`src/rtl/rrpm_pkg.sv`:
```
package rrpm_pkg;

   // table depth and the width of the fill count that can hold it
   localparam int MAX_RECTS = 16;
   localparam int COUNT_W   = $clog2(MAX_RECTS + 1);

   // request kinds carried in req_tuser
   localparam logic [1:0] REQ_ADD   = 2'd0;
   localparam logic [1:0] REQ_PIXEL = 2'd1;
   localparam logic [1:0] REQ_QUERY = 2'd2;
   localparam logic [1:0] REQ_CLEAR = 2'd3;

   // tracker reset values and the color of a hidden pixel
   localparam logic signed [15:0] INT16_MAX_C = 16'sh7FFF;
   localparam logic signed [17:0] INT16_MIN_C = -18'sd32768;
   localparam logic [31:0]        HIDDEN_RGBA = 32'hFF00_0000;
   localparam logic [15:0]        SAT16_MAX   = 16'hFFFF;

   // padded bus widths
   localparam int REQ_DATA_W = 136;
   localparam int RSP_DATA_W = 104;

   // pixel probe that walks down the row of cells
   typedef struct packed {
      logic               valid;
      logic signed [15:0] px;
      logic signed [15:0] py;
      logic               shown;
   } tok_type;

   // rectangle written into one cell
   typedef struct packed {
      logic signed [15:0] x;
      logic signed [15:0] y;
      logic [15:0]        w;
      logic [15:0]        h;
      logic               mark;
   } rect_type;

   // control into the bounds tracker
   typedef struct packed {
      logic add;
      logic clear;
   } bnd_ctl_type;

   // bounds query answer out of the tracker
   typedef struct packed {
      logic               ok;
      logic signed [15:0] x;
      logic signed [15:0] y;
      logic [15:0]        w;
      logic [15:0]        h;
   } bnd_res_type;

endpackage

```
`src/rtl/rrpm_cell.sv`:
```
module rrpm_cell (
   input  logic              clock,
   input  logic              reset,
   input  logic              active,
   input  logic              wr_en,
   input  rrpm_pkg::rect_type wr_rect,
   input  rrpm_pkg::tok_type  tok_in,
   output rrpm_pkg::tok_type  tok_out
);

   rrpm_pkg::rect_type rect_ff;
   rrpm_pkg::tok_type  tok_ff;
   rrpm_pkg::tok_type  tok_in_c;
   logic signed [17:0] px_e, py_e, rx_e, ry_e, rx_end, ry_end;
   logic               hit;

   // rectangle storage, written once per add
   always_ff @(posedge clock) begin
      if (wr_en) begin
         rect_ff <= wr_rect;
      end
   end

   // containment test on the probe passing through
   always_comb begin
      px_e   = {{2{tok_in.px[15]}}, tok_in.px};
      py_e   = {{2{tok_in.py[15]}}, tok_in.py};
      rx_e   = {{2{rect_ff.x[15]}}, rect_ff.x};
      ry_e   = {{2{rect_ff.y[15]}}, rect_ff.y};
      rx_end = rx_e + $signed({2'b00, rect_ff.w});
      ry_end = ry_e + $signed({2'b00, rect_ff.h});
      hit    = active && (px_e >= rx_e) && (px_e < rx_end)
                      && (py_e >= ry_e) && (py_e < ry_end);
      tok_in_c = tok_in;
      // a later cell holds a later rectangle, so it overrides
      if (hit) begin
         tok_in_c.shown = rect_ff.mark;
      end
   end

   // hand the probe to the next cell
   always_ff @(posedge clock) begin
      if (reset) begin
         tok_ff.valid <= 1'b0;
      end else begin
         tok_ff.valid <= tok_in_c.valid;
      end
      tok_ff.px    <= tok_in_c.px;
      tok_ff.py    <= tok_in_c.py;
      tok_ff.shown <= tok_in_c.shown;
   end

   assign tok_out = tok_ff;

endmodule

```
`src/rtl/rrpm_chain.sv`:
```
module rrpm_chain (
   input  logic                          clock,
   input  logic                          reset,
   input  logic [rrpm_pkg::COUNT_W-1:0]  count,
   input  logic                          add_en,
   input  rrpm_pkg::rect_type            add_rect,
   input  rrpm_pkg::tok_type             tok_in,
   output rrpm_pkg::tok_type             tok_out
);

   rrpm_pkg::tok_type tok [rrpm_pkg::MAX_RECTS+1];

   assign tok[0] = tok_in;

   // cell i holds table entry i; only entries below the fill count take part
   for (genvar i = 0; i < rrpm_pkg::MAX_RECTS; i++) begin : g_cell
      logic active, wr_en;
      assign active = rrpm_pkg::COUNT_W'(i) < count;
      assign wr_en  = add_en && (count == rrpm_pkg::COUNT_W'(i));

      rrpm_cell u_cell (
         .clock   (clock),
         .reset   (reset),
         .active  (active),
         .wr_en   (wr_en),
         .wr_rect (add_rect),
         .tok_in  (tok[i]),
         .tok_out (tok[i+1])
      );
   end

   assign tok_out = tok[rrpm_pkg::MAX_RECTS];

endmodule

```
`src/rtl/rrpm_bounds.sv`:
```
module rrpm_bounds (
   input  logic                  clock,
   input  logic                  reset,
   input  rrpm_pkg::bnd_ctl_type ctl,
   input  logic signed [15:0]    x,
   input  logic signed [15:0]    y,
   input  logic [15:0]           w,
   input  logic [15:0]           h,
   output rrpm_pkg::bnd_res_type res
);

   logic signed [15:0] min_x_ff, min_x_in, min_y_ff, min_y_in;
   logic signed [17:0] max_x_ff, max_x_in, max_y_ff, max_y_in;
   logic signed [17:0] x_end, y_end, min_x_e, min_y_e;
   logic signed [18:0] dx, dy;

   // running min/max over show rectangles
   always_comb begin
      x_end    = {{2{x[15]}}, x} + $signed({2'b00, w});
      y_end    = {{2{y[15]}}, y} + $signed({2'b00, h});
      min_x_in = min_x_ff;
      min_y_in = min_y_ff;
      max_x_in = max_x_ff;
      max_y_in = max_y_ff;
      if (ctl.clear) begin
         min_x_in = rrpm_pkg::INT16_MAX_C;
         min_y_in = rrpm_pkg::INT16_MAX_C;
         max_x_in = rrpm_pkg::INT16_MIN_C;
         max_y_in = rrpm_pkg::INT16_MIN_C;
      end else if (ctl.add) begin
         if (x < min_x_ff) min_x_in = x;
         if (y < min_y_ff) min_y_in = y;
         if (x_end > max_x_ff) max_x_in = x_end;
         if (y_end > max_y_ff) max_y_in = y_end;
      end
   end

   always_ff @(posedge clock) begin
      if (reset) begin
         min_x_ff <= rrpm_pkg::INT16_MAX_C;
         min_y_ff <= rrpm_pkg::INT16_MAX_C;
         max_x_ff <= rrpm_pkg::INT16_MIN_C;
         max_y_ff <= rrpm_pkg::INT16_MIN_C;
      end else begin
         min_x_ff <= min_x_in;
         min_y_ff <= min_y_in;
         max_x_ff <= max_x_in;
         max_y_ff <= max_y_in;
      end
   end

   // query answer: box only when both spans are positive, size saturated
   always_comb begin
      min_x_e = {{2{min_x_ff[15]}}, min_x_ff};
      min_y_e = {{2{min_y_ff[15]}}, min_y_ff};
      dx      = {max_x_ff[17], max_x_ff} - {min_x_e[17], min_x_e};
      dy      = {max_y_ff[17], max_y_ff} - {min_y_e[17], min_y_e};
      res.ok  = (min_x_e < max_x_ff) && (min_y_e < max_y_ff);
      res.x   = min_x_ff;
      res.y   = min_y_ff;
      res.w   = (dx > 19'sd65535) ? rrpm_pkg::SAT16_MAX : dx[15:0];
      res.h   = (dy > 19'sd65535) ? rrpm_pkg::SAT16_MAX : dy[15:0];
   end

endmodule

```
`src/rtl/rect_region_pixel_mask_top.sv`:
```
// Channel  Ports       Direction  Contents
// req      req_t*      in         tuser: request kind; tdata: rectangle and pixel fields
// rsp      rsp_t*      out        tdata: pixel, bounds and drop fields
//
// Add, bounds query and clear need no scan: their result goes into the output
// register at acceptance. A pixel item walks the row of MAX_RECTS cells, one
// cell per cycle; its result is registered once it leaves the last cell, and no new item is taken before that.
// Reset empties the table and restores the bounds trackers; no clearing pass.
// One item is at work at a time; a waiting result sits in the output
// register and input is taken again as soon as that register frees.
module rect_region_pixel_mask_top (
   input  logic                              clock,
   input  logic                              reset,
   input  logic                              req_tvalid,
   output logic                              req_tready,
   // [15:0] rect_x, [31:16] rect_y, [47:32] rect_width, [63:48] rect_height,
   // [64] rect_value, [80:65] pixel_x, [96:81] pixel_y, [128:97] pixel_bgra
   input  logic [rrpm_pkg::REQ_DATA_W-1:0]  req_tdata,
   // [1:0] req_type
   input  logic [1:0]                        req_tuser,
   output logic                              rsp_tvalid,
   input  logic                              rsp_tready,
   // [31:0] pixel_rgba, [32] pixel_shown, [33] bounds_valid, [49:34] bounds_x,
   // [65:50] bounds_y, [81:66] bounds_width, [97:82] bounds_height,
   // [98] add_dropped
   output logic [rrpm_pkg::RSP_DATA_W-1:0]  rsp_tdata
);

   typedef enum logic [1:0] {
      ST_IDLE = 2'b01,
      ST_SCAN = 2'b10
   } state_type;

   state_type                        state_ff, state_in;
   logic [rrpm_pkg::COUNT_W-1:0]     count_ff, count_in;
   logic [31:0]                      bgra_ff;
   logic                             rsp_valid_ff, rsp_valid_in;
   logic [rrpm_pkg::RSP_DATA_W-1:0]  rsp_data_ff, rsp_data_in;

   logic                  accept, full, add_ok, is_add, is_pixel, is_query, is_clear;
   rrpm_pkg::rect_type    add_rect;
   rrpm_pkg::tok_type     tok_in, tok_out;
   rrpm_pkg::bnd_ctl_type bnd_ctl;
   rrpm_pkg::bnd_res_type bnd_res;

   logic [31:0] o_rgba;
   logic        o_shown, o_bvalid, o_drop;
   logic [15:0] o_bx, o_by, o_bw, o_bh;

   assign req_tready = (state_ff == ST_IDLE) && (!rsp_valid_ff || rsp_tready);
   assign accept     = req_tvalid && req_tready;

   // request decode
   assign is_add   = req_tuser == rrpm_pkg::REQ_ADD;
   assign is_pixel = req_tuser == rrpm_pkg::REQ_PIXEL;
   assign is_query = req_tuser == rrpm_pkg::REQ_QUERY;
   assign is_clear = req_tuser == rrpm_pkg::REQ_CLEAR;
   assign full     = count_ff == rrpm_pkg::COUNT_W'(rrpm_pkg::MAX_RECTS);
   assign add_ok   = accept && is_add && !full;

   // field unpack
   assign add_rect.x    = req_tdata[15:0];
   assign add_rect.y    = req_tdata[31:16];
   assign add_rect.w    = req_tdata[47:32];
   assign add_rect.h    = req_tdata[63:48];
   assign add_rect.mark = req_tdata[64];

   assign tok_in.valid = accept && is_pixel;
   assign tok_in.px    = req_tdata[80:65];
   assign tok_in.py    = req_tdata[96:81];
   assign tok_in.shown = 1'b0;

   assign bnd_ctl.add   = add_ok && add_rect.mark;
   assign bnd_ctl.clear = accept && is_clear;

   rrpm_chain u_chain (
      .clock    (clock),
      .reset    (reset),
      .count    (count_ff),
      .add_en   (add_ok),
      .add_rect (add_rect),
      .tok_in   (tok_in),
      .tok_out  (tok_out)
   );

   rrpm_bounds u_bounds (
      .clock (clock),
      .reset (reset),
      .ctl   (bnd_ctl),
      .x     (add_rect.x),
      .y     (add_rect.y),
      .w     (add_rect.w),
      .h     (add_rect.h),
      .res   (bnd_res)
   );

   // result fields: pixel from the end of the chain, others at acceptance
   always_comb begin
      o_rgba   = '0;
      o_shown  = 1'b0;
      o_bvalid = 1'b0;
      o_bx     = '0;
      o_by     = '0;
      o_bw     = '0;
      o_bh     = '0;
      o_drop   = 1'b0;
      if (tok_out.valid) begin
         o_shown = tok_out.shown;
         o_rgba  = tok_out.shown ? {bgra_ff[31:24], bgra_ff[7:0], bgra_ff[15:8],
                                    bgra_ff[23:16]}
                                 : rrpm_pkg::HIDDEN_RGBA;
      end else if (is_add) begin
         o_drop = full;
      end else if (is_query && (count_ff != '0)) begin
         o_bvalid = 1'b1;
         if (bnd_res.ok) begin
            o_bx = bnd_res.x;
            o_by = bnd_res.y;
            o_bw = bnd_res.w;
            o_bh = bnd_res.h;
         end
      end
      rsp_data_in = {5'b0, o_drop, o_bh, o_bw, o_by, o_bx, o_bvalid, o_shown, o_rgba};
   end

   // control: state, fill count, output register
   always_comb begin
      state_in     = state_ff;
      count_in     = count_ff;
      rsp_valid_in = rsp_valid_ff && !rsp_tready;
      unique case (state_ff)
         ST_IDLE: begin
            if (accept) begin
               if (is_pixel) begin
                  state_in = ST_SCAN;
               end else begin
                  rsp_valid_in = 1'b1;
               end
               if (add_ok) begin
                  count_in = count_ff + 1'b1;
               end else if (is_clear) begin
                  count_in = '0;
               end
            end
         end
         ST_SCAN: begin
            if (tok_out.valid) begin
               rsp_valid_in = 1'b1;
               state_in     = ST_IDLE;
            end
         end
         default: begin
            state_in = ST_IDLE;
         end
      endcase
   end

   always_ff @(posedge clock) begin
      if (reset) begin
         state_ff     <= ST_IDLE;
         count_ff     <= '0;
         rsp_valid_ff <= 1'b0;
      end else begin
         state_ff     <= state_in;
         count_ff     <= count_in;
         rsp_valid_ff <= rsp_valid_in;
      end
   end

   // payload registers
   always_ff @(posedge clock) begin
      if (accept && is_pixel) begin
         bgra_ff <= req_tdata[128:97];
      end
      if ((accept && !is_pixel) || tok_out.valid) begin
         rsp_data_ff <= rsp_data_in;
      end
   end

   assign rsp_tvalid = rsp_valid_ff;
   assign rsp_tdata  = rsp_data_ff;

endmodule
```
`config.mk`:
```
export PLATFORM = sky130hd
export DESIGN_NAME = rect_region_pixel_mask_top
export DESIGN_NICKNAME = d
export VERILOG_FILES = /design/src/rtl/rrpm_pkg.sv /design/src/rtl/rrpm_cell.sv /design/src/rtl/rrpm_chain.sv /design/src/rtl/rrpm_bounds.sv /design/src/rtl/rect_region_pixel_mask_top.sv
export SDC_FILE = /design/constraint.sdc
export NUM_CORES = 2
export LEC_CHECK = 0
export ABC_AREA = 1
export BUFFER_PORTS_ARGS = -buffer_cell sky130_fd_sc_hd__buf_2
export CAP_MARGIN = 30
export CELL_PAD_IN_SITES_DETAIL_PLACEMENT = 1
export CELL_PAD_IN_SITES_GLOBAL_PLACEMENT = 2
export CORE_ASPECT_RATIO = 0.8
export CORE_MARGIN = 2
export CORE_UTILIZATION = 38
export DETAILED_ROUTE_END_ITERATION = 8
export GPL_TIMING_DRIVEN = 0
export PLACE_DENSITY_LB_ADDON = 0.1
export RECOVER_POWER = 100
export SYNTH_ARGS = -nofsm -noshare
export SYNTH_HDL_FRONTEND = slang
export SYNTH_SLANG_ARGS = --single-unit
export TNS_END_PERCENT = 50
```
`constraint.sdc`:
```
create_clock -name clock -period 10.1 [get_ports clock]
set_input_delay 2.525 -clock clock [delete_from_list [all_inputs] [get_ports clock]]
set_output_delay 2.525 -clock clock [all_outputs]
set_load 0.005 [all_outputs]
```
; Word level (Yosys, flattened, before mapping)
; Cells that the tools add are included.
; W data, S select, Z words.
[op_classes]
addsub = 37
n_lt_le_gt_ge = 88
eq_ne = 24
n_mux = 29
bitwise_logic = 3
n_reduce_logical = 112
[op_table]
columns = operator, n
row1 = $add A16 B17 Y18, 34
row2 = $lt A16 B18 Y1, 34
row3 = $ge A16 B16 Y1, 32
row4 = $logic_and A1 B1 Y1, 91
row5 = $eq A5 B4 Y1 const B, 8
row6 = $lt A4 B5 Y1 const A, 8
row7 = $gt A19 B17 Y1 const B, 2
row8 = $sub A18 B16 Y19, 2
row9 = $gt A18 B18 Y1, 2
row10 = $lt A16 B16 Y1, 2
row11 = $mux W16, 2
row12 = $mux W32, 1
row13 = $eq A5 B3 Y1 const B, 4
row14 = $lt A3 B5 Y1 const A, 4
row15 = $mux W1, 19
row16 = $eq A5 B2 Y1 const B, 2
row17 = $lt A1 B5 Y1 const A, 2
row18 = $lt A2 B5 Y1 const A, 2
row19 = $mux W5, 2
row20 = $reduce_and A2 Y1, 5
row21 = $eq A2 B2 Y1 const B, 3
row22 = $mux W2, 3
row23 = $reduce_and A3 Y1, 2
row24 = $reduce_or A2 Y1, 3
row25 = other kinds (16), 24
[word_totals]
reg_bits = 1759
input_bits = 142
output_inout_bits = 106
word_cells = 448

; Logic depth before layout (Yosys ltp)
[depth]
depth_word = 8
ltp_mapped = 27
depth_no_buf = 27

; By module
; Synthesis repeated with hierarchy kept, for this count alone.
[hier_totals]
hier_cells = 11986
hier_area_um2 = 110961.4
[modules_own_cells]
columns = module, instances, cells_per_inst, area_per_inst_um2, seq_area_each_um2
row1 = rrpm_cell at u_chain.g_cell[0].u_cell ..., 10, 633, 6004.5, 2632.5
row2 = rrpm_cell at u_chain.g_cell[12].u_cell ..., 4, 631, 6054.6, 2632.5
row3 = rrpm_bounds, 1, 1361, 8688.3, 1361.3
row4 = rrpm_cell at u_chain.g_cell[11].u_cell, 1, 651, 6174.7, 2632.5
row5 = rrpm_cell at u_chain.g_cell[9].u_cell, 1, 627, 6025.8, 2632.5
row6 = rect_region_pixel_mask_top, 1, 430, 5519.0, 4093.9
row7 = rrpm_chain, 1, 63, 290.3, 0.0

; Worst setup path after synthesis
; No wires, ideal clock.
[synth_timing]
path_kind = input to register
start = input rsp_tready
end = register rsp_data_ff (netlist bit rsp_tdata[0]) (enable)
setup_time_ns = 0.693
arrival_ns = 9.764
required_ns = 9.407
slack_ns = -0.357
cell_stages = 4
path_buffers = 0
path_cell_list = nor2_1 nor2_4 nand2_4 o21ai_0
[synth_via]
elab_chain_cells = 5
[synth_lines]
columns = item, line
row1 = "start, declared", rect_region_pixel_mask_top.sv:22  ; input logic rsp_tready,
row2 = $logic_or A1 B1 Y1, rect_region_pixel_mask_top.sv:50  ; assign req_tready = (state_ff == ST_IDLE) && (!rsp_valid_ff || rsp_tready);
row3 = $logic_and A1 B1 Y1, rect_region_pixel_mask_top.sv:50
row4 = net req_tready, rect_region_pixel_mask_top.sv:15  ; output logic req_tready,
row5 = $logic_and A1 B1 Y1, rect_region_pixel_mask_top.sv:51  ; assign accept = req_tvalid && req_tready;
row6 = $logic_and A1 B1 Y1, rect_region_pixel_mask_top.sv:175  ; if ((accept && !is_pixel) || tok_out.valid) begin
row7 = $logic_or A1 B1 Y1, rect_region_pixel_mask_top.sv:175
row8 = "end signal, assigned", rect_region_pixel_mask_top.sv:176  ; rsp_data_ff <= rsp_data_in;
row9 = "end, declared", rect_region_pixel_mask_top.sv:38  ; logic [rrpm_pkg::RSP_DATA_W-1:0] rsp_data_ff, rsp_data_in;
; The timed path passes the listed nets, and every way through them passes these cells.
; A chain may end at the register's enable or synchronous reset.

; Final worst setup path
[layout_timing]
start = input req_tdata[24] (netlist bit)
end = register u_bounds.max_y_ff[13]
[layout_via]
elab_chain_cells = 3
[layout_lines]
columns = item, line
row1 = "start, declared", rect_region_pixel_mask_top.sv:18  ; input logic [rrpm_pkg::REQ_DATA_W-1:0] req_tdata,
row2 = $add A16 B17 Y18, rrpm_bounds.sv:20  ; y_end = {{2{y[15]}}, y} + $signed({2'b00, h});
row3 = net u_bounds.y_end[17], rrpm_bounds.sv:14  ; logic signed [17:0] x_end, y_end, min_x_e, min_y_e;
row4 = $gt A18 B18 Y1, rrpm_bounds.sv:34  ; if (y_end > max_y_ff) max_y_in = y_end;
row5 = $reduce_and A2 Y1 (no line), -
row6 = "end signal, assigned", rrpm_bounds.sv:43  ; max_y_ff <= rrpm_pkg::INT16_MIN_C;
row7 = "end signal, assigned", rrpm_bounds.sv:48  ; max_y_ff <= max_y_in;
row8 = "end, declared", rrpm_bounds.sv:13  ; logic signed [17:0] max_x_ff, max_x_in, max_y_ff, max_y_in;
; The timed path passes the listed nets, and every way through them passes these cells.

==> flow_summary.json <==
{
  "status": "complete, but fails checks",
  "violations": "capacitance limit, slew limit",
  "synth_flop_cell": "edfxtp_1",
  "period_share": 0.7756,
  "final_core_util": 0.4280,
  "hold_depth": 0,
  "vias": 79402,
  "drtAntennaViolNets": 0,
  "gp_congestion": 0.8616,
  "io_buffers": 235,
  "p_leak_nw": 52.92,
  "holdCritPathClass": "flip-flop to flip-flop",
  "synth.avg_cell_area_um2": 9.612,
  "synth_area_mm2": 0.1046,
  "yosysMostFrequentCell": "nand2_1",
  "hpwlAfterDp_um": 273900,
  "hold_viol": 0,
  "cts_resized": 0,
  "setup_viol": 0,
  "grt_max_degree": 36,
  "tns_ns": 0,
  "first_pass_iters": 6,
  "vias_per_cell": 5.198,
  "fin_hold_ws_ns": 0.3507,
  "rows": 172,
  "die_w_um": 590.5,
  "drive_gt1_frac": 0.03966,
  "path_class": "input port to flip-flop",
  "root_buffer": "clkbuf_16",
  "fmax_mhz": 127.7,
  "r2r_end": "u_chain.g_cell[11].u_cell.rect_ff[34]$_DFFE_PP_",
  "rsz0062_at_grt": "no",
  "skew_ns": 0.04088,
  "n_fill_cell": 31337,
  "numCtsBuffers": 203,
  "regToRegSetupSlack_ns": 3.29,
  "cts_tree": "yes",
  "core_mm2": 0.2742,
  "critPathLaunch": "req_tdata[24]",
  "clock_path_buffers": 4,
  "track_usage": 0.2466,
  "grt_pass1_vias": 82234,
  "worstHoldEndpoint": "u_chain.g_cell[2].u_cell.tok_out[17]$_DFF_P_",
  "critPathArrivalTime_ns": 8.66,
  "drc_errors": 0,
  "grt_pass1_wl_um": 517800,
  "vdd_drop_max_uv": 116.7,
  "clock_latency_ns": 0.89,
  "synth_edf_count": 1171,
  "multiInputGateArea_mm2": 0.05260,
  "layout.nets": 13355,
  "synthArstFlopShare": 0,
  "cts_hold_buf": 0,
  "cts.sinks": 1759,
  "drv_cap": 79,
  "worst_pin_slew_ns": 2.658,
  "htreeDepth": 4,
  "maxSlewHeadroom": -0.7786,
  "synthTopCellsByCount": "nand2_1 (1929), ha_1 (1743), inv_1 (1254)",
  "drv_slew": 1526,
  "die_y_um": 473.2,
  "wire_per_inst_um": 22.71,
  "r2r_start": "count_ff[0]$_SDFFE_PP0P_",
  "synth_cell_types": 52,
  "num_io_pins": 248,
  "clkTransAtPathRegs_ns": 0.07,
  "ys_top_cells_by_area": "edfxtp_1 (34%), ha_1 (21%), dfxtp_1 (11%), nand2_1 (6.9%), a21oi_1 (5.5%)",
  "synth_cells": 10878,
  "reg2reg_depth": 12,
  "die_area_mm2": 0.2794,
  "antenna_found_initial": 79,
  "power.total_w": 0.01736,
  "power_density_mw_per_mm2": 148.0,
  "ys_seq_area_frac": 0.4489,
  "ff_latch_area_mm2": 0.04694,
  "grt_overflow": 0,
  "min_from": "u_chain.g_cell[1].u_cell.tok_out[17]$_DFF_P_",
  "period_minus_slack_ns": 7.833,
  "synth_top_area_cell": "edfxtp_1",
  "yosys_warnings": 0,
  "cp-end-kind": "flip-flop",
  "drt_iter0_drc": 4966,
  "start_util": 0.3814,
  "ys_seq_elements": 1759,
  "worstPathRequired_ns": 10.93,
  "yosysTopAreaCellShare": 0.3363,
  "start_kind": "input port",
  "wl_um": 346900,
  "postCtsSetupRepairBufs": 0,
  "syn2layout_area_growth_pct": 12.22,
  "cp_max_fo": 14
}
==> state kept, by name, summed over array words and instances, names as in the netlist <==
| register | cells |
|---|---|
| bgra_ff | 32 |
| count_ff | 5 |
| rsp_tdata | 99 |
| rsp_tvalid | 1 |
| state_ff | 2 |
| u_bounds.max_x_ff | 18 |
| u_bounds.max_y_ff | 18 |
| u_bounds.min_x_ff | 16 |
| u_bounds.min_y_ff | 16 |
| u_chain.g_cell.u_cell.rect_ff | 1040 |
| u_chain.g_cell.u_cell.tok_out | 512 |
==> worst max path at each step <==
stage / endpoint
after global routing: u_bounds.max_y_ff[11]$_SDFFE_PP0P_
after floorplan: u_chain.g_cell[9].u_cell.rect_ff[0]$_DFFE_PP_
after detailed placement: u_bounds.max_y_ff[13]$_SDFFE_PP0P_
final: u_bounds.max_y_ff[13]$_SDFFE_PP0P_
after CTS: u_bounds.max_y_ff[13]$_SDFFE_PP0P_
after global placement: u_chain.g_cell[15].u_cell.rect_ff[49]$_DFFE_PP_
==> per-layer routing <==
metal / wire length [um] / vias to the layer above / track usage
met1: 177300 / 38775 / 0.3776
met2: 145800 / 1531 / 0.3759
li1: - / 38738 / -
met5: 34 / - / 0
met3: 17170 / 352 / 0.02507
met4: 6627 / 6 / 0.04501
==> critical path: stages <==
cell	delay, ns
clkbuf_1	0.53
clkbuf_1	1.64
ha_1	0.51
inv_1	0.10
o21bai_1	0.12
o21bai_1	0.19
a21oi_1	0.14
nand2_1	0.10
nand2_1	0.07
nand2_1	0.05
xor2_1	0.16
ha_1	0.48
nand2_1	0.08
inv_1	0.07
nand3_1	0.11
nor2_1	0.29
nand4_1	0.18
nand4_1	0.20
nand2_1	0.08
nand2_1	0.27
clkbuf_1	0.44
o21ai_0	0.17
nor2_1	0.10
==> cell families after synthesis <==
| kind of cell | after synthesis | synth area share |
|---|---|---|
| AOI/OAI and AO/OA | 2014 | 0.1046 |
| and+or+nand+nor | 3455 | 0.1354 |
| buffers and inverters | 1299 | 0.04769 |
| other | 1 | 0.00003587 |
| adders and majority gates | 1779 | 0.2155 |
| xor gates and xnor gates | 571 | 0.04790 |
| DFF | 1759 | 0.4489 |
==> power by group <==
group	total (W)	switching (W)	leakage, nW	internal [W]
logic	0.00160	0.00110	34.0	0.000499
registers	0.00812	0.000203	15.5	0.00792
clock network	0.00764	0.00318	3.35	0.00446
total	0.0174	0.00448	52.9	0.0129
==> per-stage QoR <==
stage | worst slack (ns) | cells | instance area, um2
5_1_grt | 1.784 | 15255 | 117300
4_1_cts | 3.719 | 15253 | 119400
3_5_place_dp | 2.774 | 14882 | 112500
3_3_place_gp | -2.650 | 14771 | 110300
2_1_floorplan | 2.030 | 10882 | 104600
6_report | 2.267 | 15276 | 117300
==> placed cells by master (no fill, tap or decap), types with 16 or more instances in the layout <==
master     instances
a21o_1           132
diode_2           22
xnor2_1          211
nand3b_1          16
a21oi_1         1156
clkbuf_16        220
nor3_1            92
clkbuf_1         341
nand4_1          157
fa_1              36
a211oi_1          34
nor2_1           871
o31ai_1           16
dfxtp_1          588
a21boi_0          24
nand2_1         1931
ha_1            1743
o21a_1            66
a31oi_1           40
clkinv_2          25
o21ai_0          510
or2_2             21
xor2_1           359
edfxtp_1        1171
buf_2             68
nand3_1          338
inv_1           1256
clkbuf_8          29
==> layout make-up <==
cell class                      instances  area share
Antenna cell                           22   0.0004692
Buffer                                 37    0.001664
Clock buffer                          288     0.05157
Clock inverter                         83    0.006835
Inverter                             1262     0.04037
Multi-Input combinational cell       7824      0.4483
Sequential cell                      1759      0.4000
Tap cell                             3654     0.03896
Timing Repair Buffer                  347     0.01183
Power figures use the tool's default switching activity.
